<file path="config.mk">
export PLATFORM = sky130hd
export DESIGN_NAME = button_timed_mode_sequencer
export DESIGN_NICKNAME = d
export VERILOG_FILES = /design/src/sv/btms_pkg.sv /design/src/sv/btms_front.sv /design/src/sv/btms_queue.sv /design/src/sv/btms_back.sv /design/src/sv/button_timed_mode_sequencer.sv
export SDC_FILE = /design/constraint.sdc
export NUM_CORES = 1
export LEC_CHECK = 0
export ABC_AREA = 1
export BUFFER_PORTS_ARGS = -buffer_cell sky130_fd_sc_hd__buf_2
export CAP_MARGIN = 0
export CORE_ASPECT_RATIO = 0.6
export CORE_MARGIN = 3
export CORE_UTILIZATION = 46
export DETAILED_ROUTE_END_ITERATION = 12
export SLEW_MARGIN = 20
export SYNTH_ARGS = -nofsm -noshare
export SYNTH_HDL_FRONTEND = slang
export SYNTH_SLANG_ARGS = --single-unit
export TNS_END_PERCENT = 20
</file>
<file path="constraint.sdc">
create_clock -name clock -period 13.9 [get_ports clock]
set_clock_uncertainty 0.2 [all_clocks]
set_input_delay 0.695 -clock clock [delete_from_list [all_inputs] [get_ports clock]]
set_output_delay 0.695 -clock clock [all_outputs]
set_load 0.05 [all_outputs]
</file>
<file path="src/sv/btms_pkg.sv">
// types, constants and register defaults for the button timed mode sequencer
`default_nettype none

package btms_pkg;

   typedef enum logic [2:0] {
      MODE_EYES     = 3'd0,
      MODE_CLOCK    = 3'd1,
      MODE_WEATHER  = 3'd2,
      MODE_POMODORO = 3'd3,
      MODE_STATS    = 3'd4
   } mode_type;

   typedef enum logic [1:0] {
      PRESS_NONE  = 2'd0,
      PRESS_SHORT = 2'd1,
      PRESS_LONG  = 2'd2
   } press_type;

   localparam int CSR_INDEX_W = 3;

   localparam logic [CSR_INDEX_W-1:0] CSR_EYES_DWELL    = 3'd0;
   localparam logic [CSR_INDEX_W-1:0] CSR_CLOCK_DWELL   = 3'd1;
   localparam logic [CSR_INDEX_W-1:0] CSR_WEATHER_DWELL = 3'd2;
   localparam logic [CSR_INDEX_W-1:0] CSR_LONG_PRESS    = 3'd3;
   localparam logic [CSR_INDEX_W-1:0] CSR_SHORT_PRESS   = 3'd4;

   localparam logic [31:0] DWELL_RESET       = 32'd10000;
   localparam logic [15:0] LONG_PRESS_RESET  = 16'd800;
   localparam logic [15:0] SHORT_PRESS_RESET = 16'd200;

   typedef struct packed {
      logic [31:0] now_ms;
      logic        button_pressed;
   } req_type;

   typedef struct packed {
      logic        long_press;
      logic        short_press;
      logic [2:0]  shown_mode;
      logic        mode_changed;
   } rsp_type;

   // classified tick handed from front to back
   typedef struct packed {
      logic [31:0] now_ms;
      press_type   press;
   } evt_type;

   typedef struct packed {
      logic [31:0] eyes_dwell_ms;
      logic [31:0] clock_dwell_ms;
      logic [31:0] weather_dwell_ms;
      logic [15:0] long_press_ms;
      logic [15:0] short_press_ms;
   } cfg_type;

endpackage

`default_nettype wire

</file>
<file path="src/sv/btms_front.sv">
// front end: press edge tracking and hold classification
`default_nettype none

module btms_front (
   input  wire logic               clock,
   input  wire logic               reset,
   input  wire logic               push,
   input  wire btms_pkg::req_type  req_data,
   input  wire logic [15:0]        long_press_ms,
   input  wire logic [15:0]        short_press_ms,
   output btms_pkg::evt_type       evt
);

   logic        held_ff;
   logic        held_in;
   logic [31:0] start_ff;
   logic [31:0] start_in;
   logic [31:0] hold_time;

   assign hold_time = req_data.now_ms - start_ff;

   always_comb begin
      held_in    = held_ff;
      start_in   = start_ff;
      evt.now_ms = req_data.now_ms;
      evt.press  = btms_pkg::PRESS_NONE;
      if (req_data.button_pressed && !held_ff) begin
         held_in  = 1'b1;
         start_in = req_data.now_ms;
      end
      if (!req_data.button_pressed && held_ff) begin
         held_in = 1'b0;
         if (hold_time >= {16'd0, long_press_ms}) begin
            evt.press = btms_pkg::PRESS_LONG;
         end else if (hold_time >= {16'd0, short_press_ms}) begin
            evt.press = btms_pkg::PRESS_SHORT;
         end
      end
   end

   always_ff @(posedge clock) begin
      if (reset) begin
         held_ff  <= 1'b0;
         start_ff <= 32'd0;
      end else if (push) begin
         held_ff  <= held_in;
         start_ff <= start_in;
      end
   end

endmodule

`default_nettype wire

</file>
<file path="src/sv/btms_queue.sv">
// two entry queue between front and back
`default_nettype none

module btms_queue (
   input  wire logic               clock,
   input  wire logic               reset,
   input  wire logic               push,
   input  wire btms_pkg::evt_type  push_data,
   output logic                    full,
   input  wire logic               pop,
   output logic                    pop_valid,
   output btms_pkg::evt_type       pop_data
);

   btms_pkg::evt_type entry_ff [2];
   logic              wr_ptr_ff;
   logic              wr_ptr_in;
   logic              rd_ptr_ff;
   logic              rd_ptr_in;
   logic [1:0]        count_ff;
   logic [1:0]        count_in;

   assign full      = (count_ff == 2'd2);
   assign pop_valid = (count_ff != 2'd0);
   assign pop_data  = entry_ff[rd_ptr_ff];

   always_comb begin
      wr_ptr_in = push ? ~wr_ptr_ff : wr_ptr_ff;
      rd_ptr_in = pop ? ~rd_ptr_ff : rd_ptr_ff;
      count_in  = count_ff + {1'b0, push} - {1'b0, pop};
   end

   always_ff @(posedge clock) begin
      if (reset) begin
         wr_ptr_ff <= 1'b0;
         rd_ptr_ff <= 1'b0;
         count_ff  <= 2'd0;
      end else begin
         wr_ptr_ff <= wr_ptr_in;
         rd_ptr_ff <= rd_ptr_in;
         count_ff  <= count_in;
      end
   end

   always_ff @(posedge clock) begin
      if (push) begin
         entry_ff[wr_ptr_ff] <= push_data;
      end
   end

`ifndef ASSERT_OFF
   a_no_push_full: assert property (@(posedge clock) disable iff (reset)
      push |-> !full)
      else $error("queue written while full");
   a_no_pop_empty: assert property (@(posedge clock) disable iff (reset)
      pop |-> pop_valid)
      else $error("queue read while empty");
   a_count_range: assert property (@(posedge clock) disable iff (reset)
      count_ff != 2'd3)
      else $error("queue count out of range");
`endif

endmodule

`default_nettype wire

</file>
<file path="src/sv/btms_back.sv">
// back end: mode sequencing, dwell timing and result register
`default_nettype none

module btms_back (
   input  wire logic               clock,
   input  wire logic               reset,
   input  wire logic               evt_valid,
   input  wire btms_pkg::evt_type  evt,
   output logic                    pop,
   input  wire logic [31:0]        eyes_dwell_ms,
   input  wire logic [31:0]        clock_dwell_ms,
   input  wire logic [31:0]        weather_dwell_ms,
   output logic                    rsp_valid,
   input  wire logic               rsp_stall,
   output btms_pkg::rsp_type       rsp_data
);

   btms_pkg::mode_type mode_ff;
   btms_pkg::mode_type mode_in;
   logic [31:0]        entry_ff;
   logic [31:0]        entry_in;
   logic               pend_ff;
   logic               pend_in;
   logic               rsp_valid_ff;
   logic               rsp_valid_in;
   btms_pkg::rsp_type  rsp_ff;
   btms_pkg::rsp_type  rsp_in;
   logic               press_chg;
   logic               auto_chg;
   logic [31:0]        dwell;
   logic [31:0]        elapsed;
   btms_pkg::mode_type cyc_next;

   assign pop       = evt_valid && (!rsp_valid_ff || !rsp_stall);
   assign rsp_valid = rsp_valid_ff;
   assign rsp_data  = rsp_ff;
   assign elapsed   = evt.now_ms - entry_ff;

   always_comb begin
      unique case (mode_ff)
         btms_pkg::MODE_EYES: begin
            dwell    = eyes_dwell_ms;
            cyc_next = btms_pkg::MODE_CLOCK;
         end
         btms_pkg::MODE_CLOCK: begin
            dwell    = clock_dwell_ms;
            cyc_next = btms_pkg::MODE_WEATHER;
         end
         btms_pkg::MODE_WEATHER: begin
            dwell    = weather_dwell_ms;
            cyc_next = btms_pkg::MODE_EYES;
         end
         default: begin
            dwell    = 32'd0;
            cyc_next = btms_pkg::MODE_EYES;
         end
      endcase
   end

   always_comb begin
      mode_in   = mode_ff;
      entry_in  = entry_ff;
      press_chg = 1'b0;
      unique case (evt.press)
         btms_pkg::PRESS_LONG: begin
            if (mode_ff == btms_pkg::MODE_EYES) begin
               mode_in   = btms_pkg::MODE_POMODORO;
               press_chg = 1'b1;
            end else if (mode_ff == btms_pkg::MODE_CLOCK ||
                         mode_ff == btms_pkg::MODE_WEATHER) begin
               mode_in   = btms_pkg::MODE_STATS;
               press_chg = 1'b1;
            end
         end
         btms_pkg::PRESS_SHORT: begin
            if (mode_ff == btms_pkg::MODE_STATS) begin
               mode_in   = btms_pkg::MODE_EYES;
               press_chg = 1'b1;
            end else if (mode_ff != btms_pkg::MODE_POMODORO) begin
               mode_in   = cyc_next;
               press_chg = 1'b1;
            end
         end
         default: begin
         end
      endcase
      // a press that moved the mode restarts the dwell, so no advance this beat
      auto_chg = !press_chg && (dwell != 32'd0) && (elapsed >= dwell);
      if (auto_chg) begin
         mode_in = cyc_next;
      end
      if (press_chg || auto_chg) begin
         entry_in = evt.now_ms;
      end
      pend_in             = 1'b0;
      rsp_in.long_press   = (evt.press == btms_pkg::PRESS_LONG);
      rsp_in.short_press  = (evt.press == btms_pkg::PRESS_SHORT);
      rsp_in.shown_mode   = mode_in;
      rsp_in.mode_changed = pend_ff || press_chg || auto_chg;
      rsp_valid_in        = pop || (rsp_valid_ff && rsp_stall);
   end

   always_ff @(posedge clock) begin
      if (reset) begin
         mode_ff      <= btms_pkg::MODE_EYES;
         entry_ff     <= 32'd0;
         pend_ff      <= 1'b1;
         rsp_valid_ff <= 1'b0;
      end else begin
         rsp_valid_ff <= rsp_valid_in;
         if (pop) begin
            mode_ff  <= mode_in;
            entry_ff <= entry_in;
            pend_ff  <= pend_in;
         end
      end
   end

   always_ff @(posedge clock) begin
      if (pop) begin
         rsp_ff <= rsp_in;
      end
   end

`ifndef ASSERT_OFF
   a_flags_exclusive: assert property (@(posedge clock) disable iff (reset)
      rsp_valid_ff |-> !(rsp_ff.long_press && rsp_ff.short_press))
      else $error("long and short press in one beat");
   a_change_reported: assert property (@(posedge clock) disable iff (reset)
      pop && (mode_in != mode_ff) |=> rsp_ff.mode_changed)
      else $error("mode change not flagged");
   a_mode_matches: assert property (@(posedge clock) disable iff (reset)
      pop |=> rsp_ff.shown_mode == mode_ff)
      else $error("reported mode differs from held mode");
   a_pend_clear: assert property (@(posedge clock) disable iff (reset)
      pop |=> !pend_ff)
      else $error("change flag not cleared after report");
`endif

endmodule

`default_nettype wire

</file>
<file path="src/sv/button_timed_mode_sequencer.sv">
// top level: control registers, front end, queue and back end
// path: a beat goes through a queue entry and then the back end output register
// throughput: one beat per cycle unless rsp_stall holds it, limited by the mode
// update in the back end; the two entry queue lets either side stall alone
// reset: synchronous; clears the queue, output valid flag and mode state
// (eyes, change flag set) and loads the default control registers
`default_nettype none

module button_timed_mode_sequencer (
   input  wire logic                                 clock,
   input  wire logic                                 reset,
   input  wire logic                                 req_valid,
   output logic                                      req_stall,
   input  wire btms_pkg::req_type                    req_data,
   output logic                                      rsp_valid,
   input  wire logic                                 rsp_stall,
   output btms_pkg::rsp_type                         rsp_data,
   input  wire logic                                 csr_valid,
   output logic                                      csr_ready,
   input  wire logic [btms_pkg::CSR_INDEX_W-1:0]     csr_index,
   input  wire logic [31:0]                          csr_wdata
);

   btms_pkg::cfg_type cfg_ff;
   btms_pkg::cfg_type cfg_in;
   btms_pkg::evt_type front_evt;
   btms_pkg::evt_type back_evt;
   logic              push;
   logic              full;
   logic              pop;
   logic              evt_valid;

   assign csr_ready = 1'b1;
   assign req_stall = full;
   assign push      = req_valid && !full;

   always_comb begin
      cfg_in = cfg_ff;
      if (csr_valid) begin
         unique case (csr_index)
            btms_pkg::CSR_EYES_DWELL:    cfg_in.eyes_dwell_ms    = csr_wdata;
            btms_pkg::CSR_CLOCK_DWELL:   cfg_in.clock_dwell_ms   = csr_wdata;
            btms_pkg::CSR_WEATHER_DWELL: cfg_in.weather_dwell_ms = csr_wdata;
            btms_pkg::CSR_LONG_PRESS:    cfg_in.long_press_ms    = csr_wdata[15:0];
            btms_pkg::CSR_SHORT_PRESS:   cfg_in.short_press_ms   = csr_wdata[15:0];
            default: begin
            end
         endcase
      end
   end

   always_ff @(posedge clock) begin
      if (reset) begin
         cfg_ff.eyes_dwell_ms    <= btms_pkg::DWELL_RESET;
         cfg_ff.clock_dwell_ms   <= btms_pkg::DWELL_RESET;
         cfg_ff.weather_dwell_ms <= btms_pkg::DWELL_RESET;
         cfg_ff.long_press_ms    <= btms_pkg::LONG_PRESS_RESET;
         cfg_ff.short_press_ms   <= btms_pkg::SHORT_PRESS_RESET;
      end else begin
         cfg_ff <= cfg_in;
      end
   end

   btms_front u_front (
      .clock          (clock),
      .reset          (reset),
      .push           (push),
      .req_data       (req_data),
      .long_press_ms  (cfg_ff.long_press_ms),
      .short_press_ms (cfg_ff.short_press_ms),
      .evt            (front_evt)
   );

   btms_queue u_queue (
      .clock     (clock),
      .reset     (reset),
      .push      (push),
      .push_data (front_evt),
      .full      (full),
      .pop       (pop),
      .pop_valid (evt_valid),
      .pop_data  (back_evt)
   );

   btms_back u_back (
      .clock            (clock),
      .reset            (reset),
      .evt_valid        (evt_valid),
      .evt              (back_evt),
      .pop              (pop),
      .eyes_dwell_ms    (cfg_ff.eyes_dwell_ms),
      .clock_dwell_ms   (cfg_ff.clock_dwell_ms),
      .weather_dwell_ms (cfg_ff.weather_dwell_ms),
      .rsp_valid        (rsp_valid),
      .rsp_stall        (rsp_stall),
      .rsp_data         (rsp_data)
   );

endmodule

`default_nettype wire
</file>
==> out/summary.txt <==
Via density: 5.16
Final setup fails: 0
Period utilisation layout: 0.415
Routed Antenna Nets: 0
CTS clock-pin slew for the worst setup and hold paths: 70 ps
Syn Inst Count: 2527
RSZ-0062 raised after global routing: false
Worst min path class: input port to flop
Final Critical Period: 5760 ps
Detailed-route via count: 16000
Detailed Route WL: 49600 µm
Starting Density: 0.470
Area grow syn2layout: 10.6%
H-tree lvl count: 1
Sw Ratio: 0.456
Die height: 156 µm
Share of layout cells above drive strength 1: 0.0614
Comb power frac: 0.538
FF+latch count, synth: 277
Yosys top cell area share: 0.236
Drt wl/cell: 16.0 µm
Outcome: completed
Async set-reset flop share out of synthesis: 0
Number of DRC markers in iteration 0: 1326
Syn Nets: 2735
DRC violations left: 0
Distinct cells, synth: 40
GRT Util Overall: 0.245
CTS max path bufs: 3
Post-Syn Area: 17200 µm²
Num CTS Buffers: 28
Crit. End Element: flop
DP Wirelength: 37500 µm
Fraction of the yosys area taken by sequential cells: 0.365
Vias in the first global route: 14500
Top-count cell post-synth: nand2_1
# IOs: 82
Maximum VDD drop: 0.156 mV
Max_slew headroom: 0.278
Hold_sp: req_data[31]
CTS tree: built
Hold buffer count at cts: 0
Gr ovfl total: 0
Non-Filler Instances: 3095
FILL cells: 3743
Pleak: 9.13 nW
Place WS: 8260 ps
GP Congestion: 0.937
Post-synth EDFFs: 74
Startpoint types: flop
Max Slew Vio Count: 0
Largest net degree at the start of global routing: 125
Setup total negative slack: 0 ps
Worst-Skew Late Latency: 560 ps
Core area: 36600 µm²
Reg power frac: 0.248
Peak fanout along the critical path: 66
Clk sinks: 277
Syn Area/Cell: 6.81 µm²
First-pass GRT wire length: 79000 µm
Placed cells: 3042
Port bufs: 80
Sw power: 0.00182 W
TritonRoute pass-1 iters: 8
Critical Path RT: 14140 ps
Setup ws final: 8140 ps
Die W: 256 µm
Final hold viol count: 0
Crit path kind: flop to flop
Yosys warns: 0
Synth Flop Type: dfxtp_1
Largest area contributor in the netlist: dfxtp_1
Clock share of power: 0.214
PwrDens: 209 nW/µm²
Initial antenna violation count: 0
# Max-Cap Violations: 0
Nets: 2777
Internal power: 0.00217 W
Die ar.: 39800 µm²
FMAX: 0.174 GHz
Slew @ Worst Pin: 1080 ps
Resize count post-CTS: 0
Commonest cells in the netlist: nand2_1 (614), inv_1 (406), nor2_1 (331)
Post-CTS setup buffers: 0
Antenna diodes: 0
Worst Path Arrival: 6010 ps
Synth area leaders: dfxtp_1 (24%), nand2_1 (13%), edfxtp_1 (13%), ha_1 (9.7%), inv_1 (8.9%)
CTS root buf: clkbuf_16
Row count: 54
==> stage by stage <==
| stage | hold slack [ps] | util | instance area (µm²) | total power (W) |
|---|---|---|---|---|
| after floorplan | 226 | - | 17200 | 0.00263 |
| after global placement | 238 | 0.491 | 18000 | 0.00307 |
| after detailed placement | 236 | 0.491 | 18000 | 0.00312 |
| after CTS | 135 | 0.519 | 19000 | 0.00398 |
| after global routing | 135 | 0.520 | 19000 | 0.00434 |
| final | 158 | 0.520 | 19000 | 0.00398 |
==> worst paths after layout <==
kind | endpoint | depth (start not counted) | slack [ps]
setup / recovery | u_back.entry_ff[20]$_SDFFE_PP0P_ | 27 | 8140
hold reg to reg | flop | 1 | 250
setup reg to reg | u_back.entry_ff[20]$_SDFFE_PP0P_ | 27 | 8140
hold / removal | u_queue.entry_ff[0][32]$_DFFE_PP_ | 1 | 160
==> layer usage <==
layer	global-route usage	up-vias	routed length [µm]	part of all wire
met3	0.0461	28	4160	0.084
met4	0.0282	0	403	0.0081
met1	0.385	7355	25200	0.51
li1	-	8120	-	-
met2	0.357	466	19800	0.40
met5	0	-	0	0
==> flip-flops by register name, summed over array words and instances (netlist names), named ones only <==
signal,flops
u_queue.count_ff,2
u_queue.rd_ptr_ff,1
u_back.entry_ff,32
u_back.rsp_data,6
u_back.pend_ff,1
u_queue.wr_ptr_ff,1
u_front.start_ff,32
u_back.rsp_valid,1
u_back.mode_ff,3
u_queue.entry_ff,68
cfg_ff,128
u_front.held_ff,1
==> final cells by class <==
class	instances	area, µm²	area share
clock buffers	35	811	0.0426
clock inverters	17	225	0.0118
inverters	414	1560	0.0819
multi-input cells	1756	9000	0.473
flip-flops and latches	277	6290	0.330
well taps	504	631	0.0331
repair buffers	92	510	0.0268
==> cells in the final DEF (no fill, tap or decap), types with 19 or more instances in the layout <==
| cell | synthesis | final |
|---|---|---|
| a21oi_1 | 195 | 195 |
| edfxtp_1 | 74 | 74 |
| nand3b_1 | 19 | 19 |
| o21ai_0 | 207 | 206 |
| clkbuf_16 | 0 | 31 |
| inv_1 | 406 | 405 |
| ha_1 | 133 | 133 |
| xor2_1 | 31 | 31 |
| dfxtp_1 | 203 | 202 |
| nand3_1 | 132 | 132 |
| buf_2 | 8 | 80 |
| nand2_1 | 614 | 613 |
| nor2_1 | 331 | 328 |
==> cell families (layout without fill, tap and decap cells) <==
| kind of cell | count (synthesis) | in the layout | share of synthesized area |
|---|---|---|---|
| XOR/XNOR | 40 | 40 | 0.0204 |
| multiplexers | 2 | 2 | 0.00116 |
| flip-flops | 277 | 277 | 0.365 |
| other | 1 | 1 | 0.000218 |
| buffers and inverters | 494 | 558 | 0.113 |
| AO/OA/AOI/OAI | 435 | 435 | 0.131 |
| adder cells (fa/ha/maj) | 135 | 135 | 0.0990 |
| AND/OR/NAND/NOR | 1143 | 1143 | 0.270 |
==> power by group through the flow <==
stage / Clock (W) / Sequential [W] / Combinational [W]
2_1_floorplan: 0 / 0.00103 / 0.00161
3_3_place_gp: 0 / 0.00100 / 0.00206
3_5_place_dp: 0 / 0.00101 / 0.00211
4_1_cts: 0.000867 / 0.000989 / 0.00212
5_1_grt: 0.000902 / 0.000999 / 0.00244
6_report: 0.000851 / 0.000989 / 0.00214
==> worst max-delay path, cell delays in order (launching register included) <==
cell and delay, ps:
dfxtp_2 310, buf_4 460, nand2_1 110, o21ai_0 120, inv_1 70, ha_1 350
a21oi_1 160, nand2_1 100, a21oi_1 230, o21ai_0 220, a21boi_0 510, o21ai_0 300
and2_1 230, o21bai_1 150, nand2_1 70, ha_1 290, nand2_1 70, nor2_1 130
nand4_1 90, nor2_1 170, nand3_1 110, inv_1 70, nor2_1 60, o21ai_4 130
buf_4 540, nand3_1 160, nand2_1 110, nor2_1 50
Note: power is estimated with default switching activity, not from simulation.
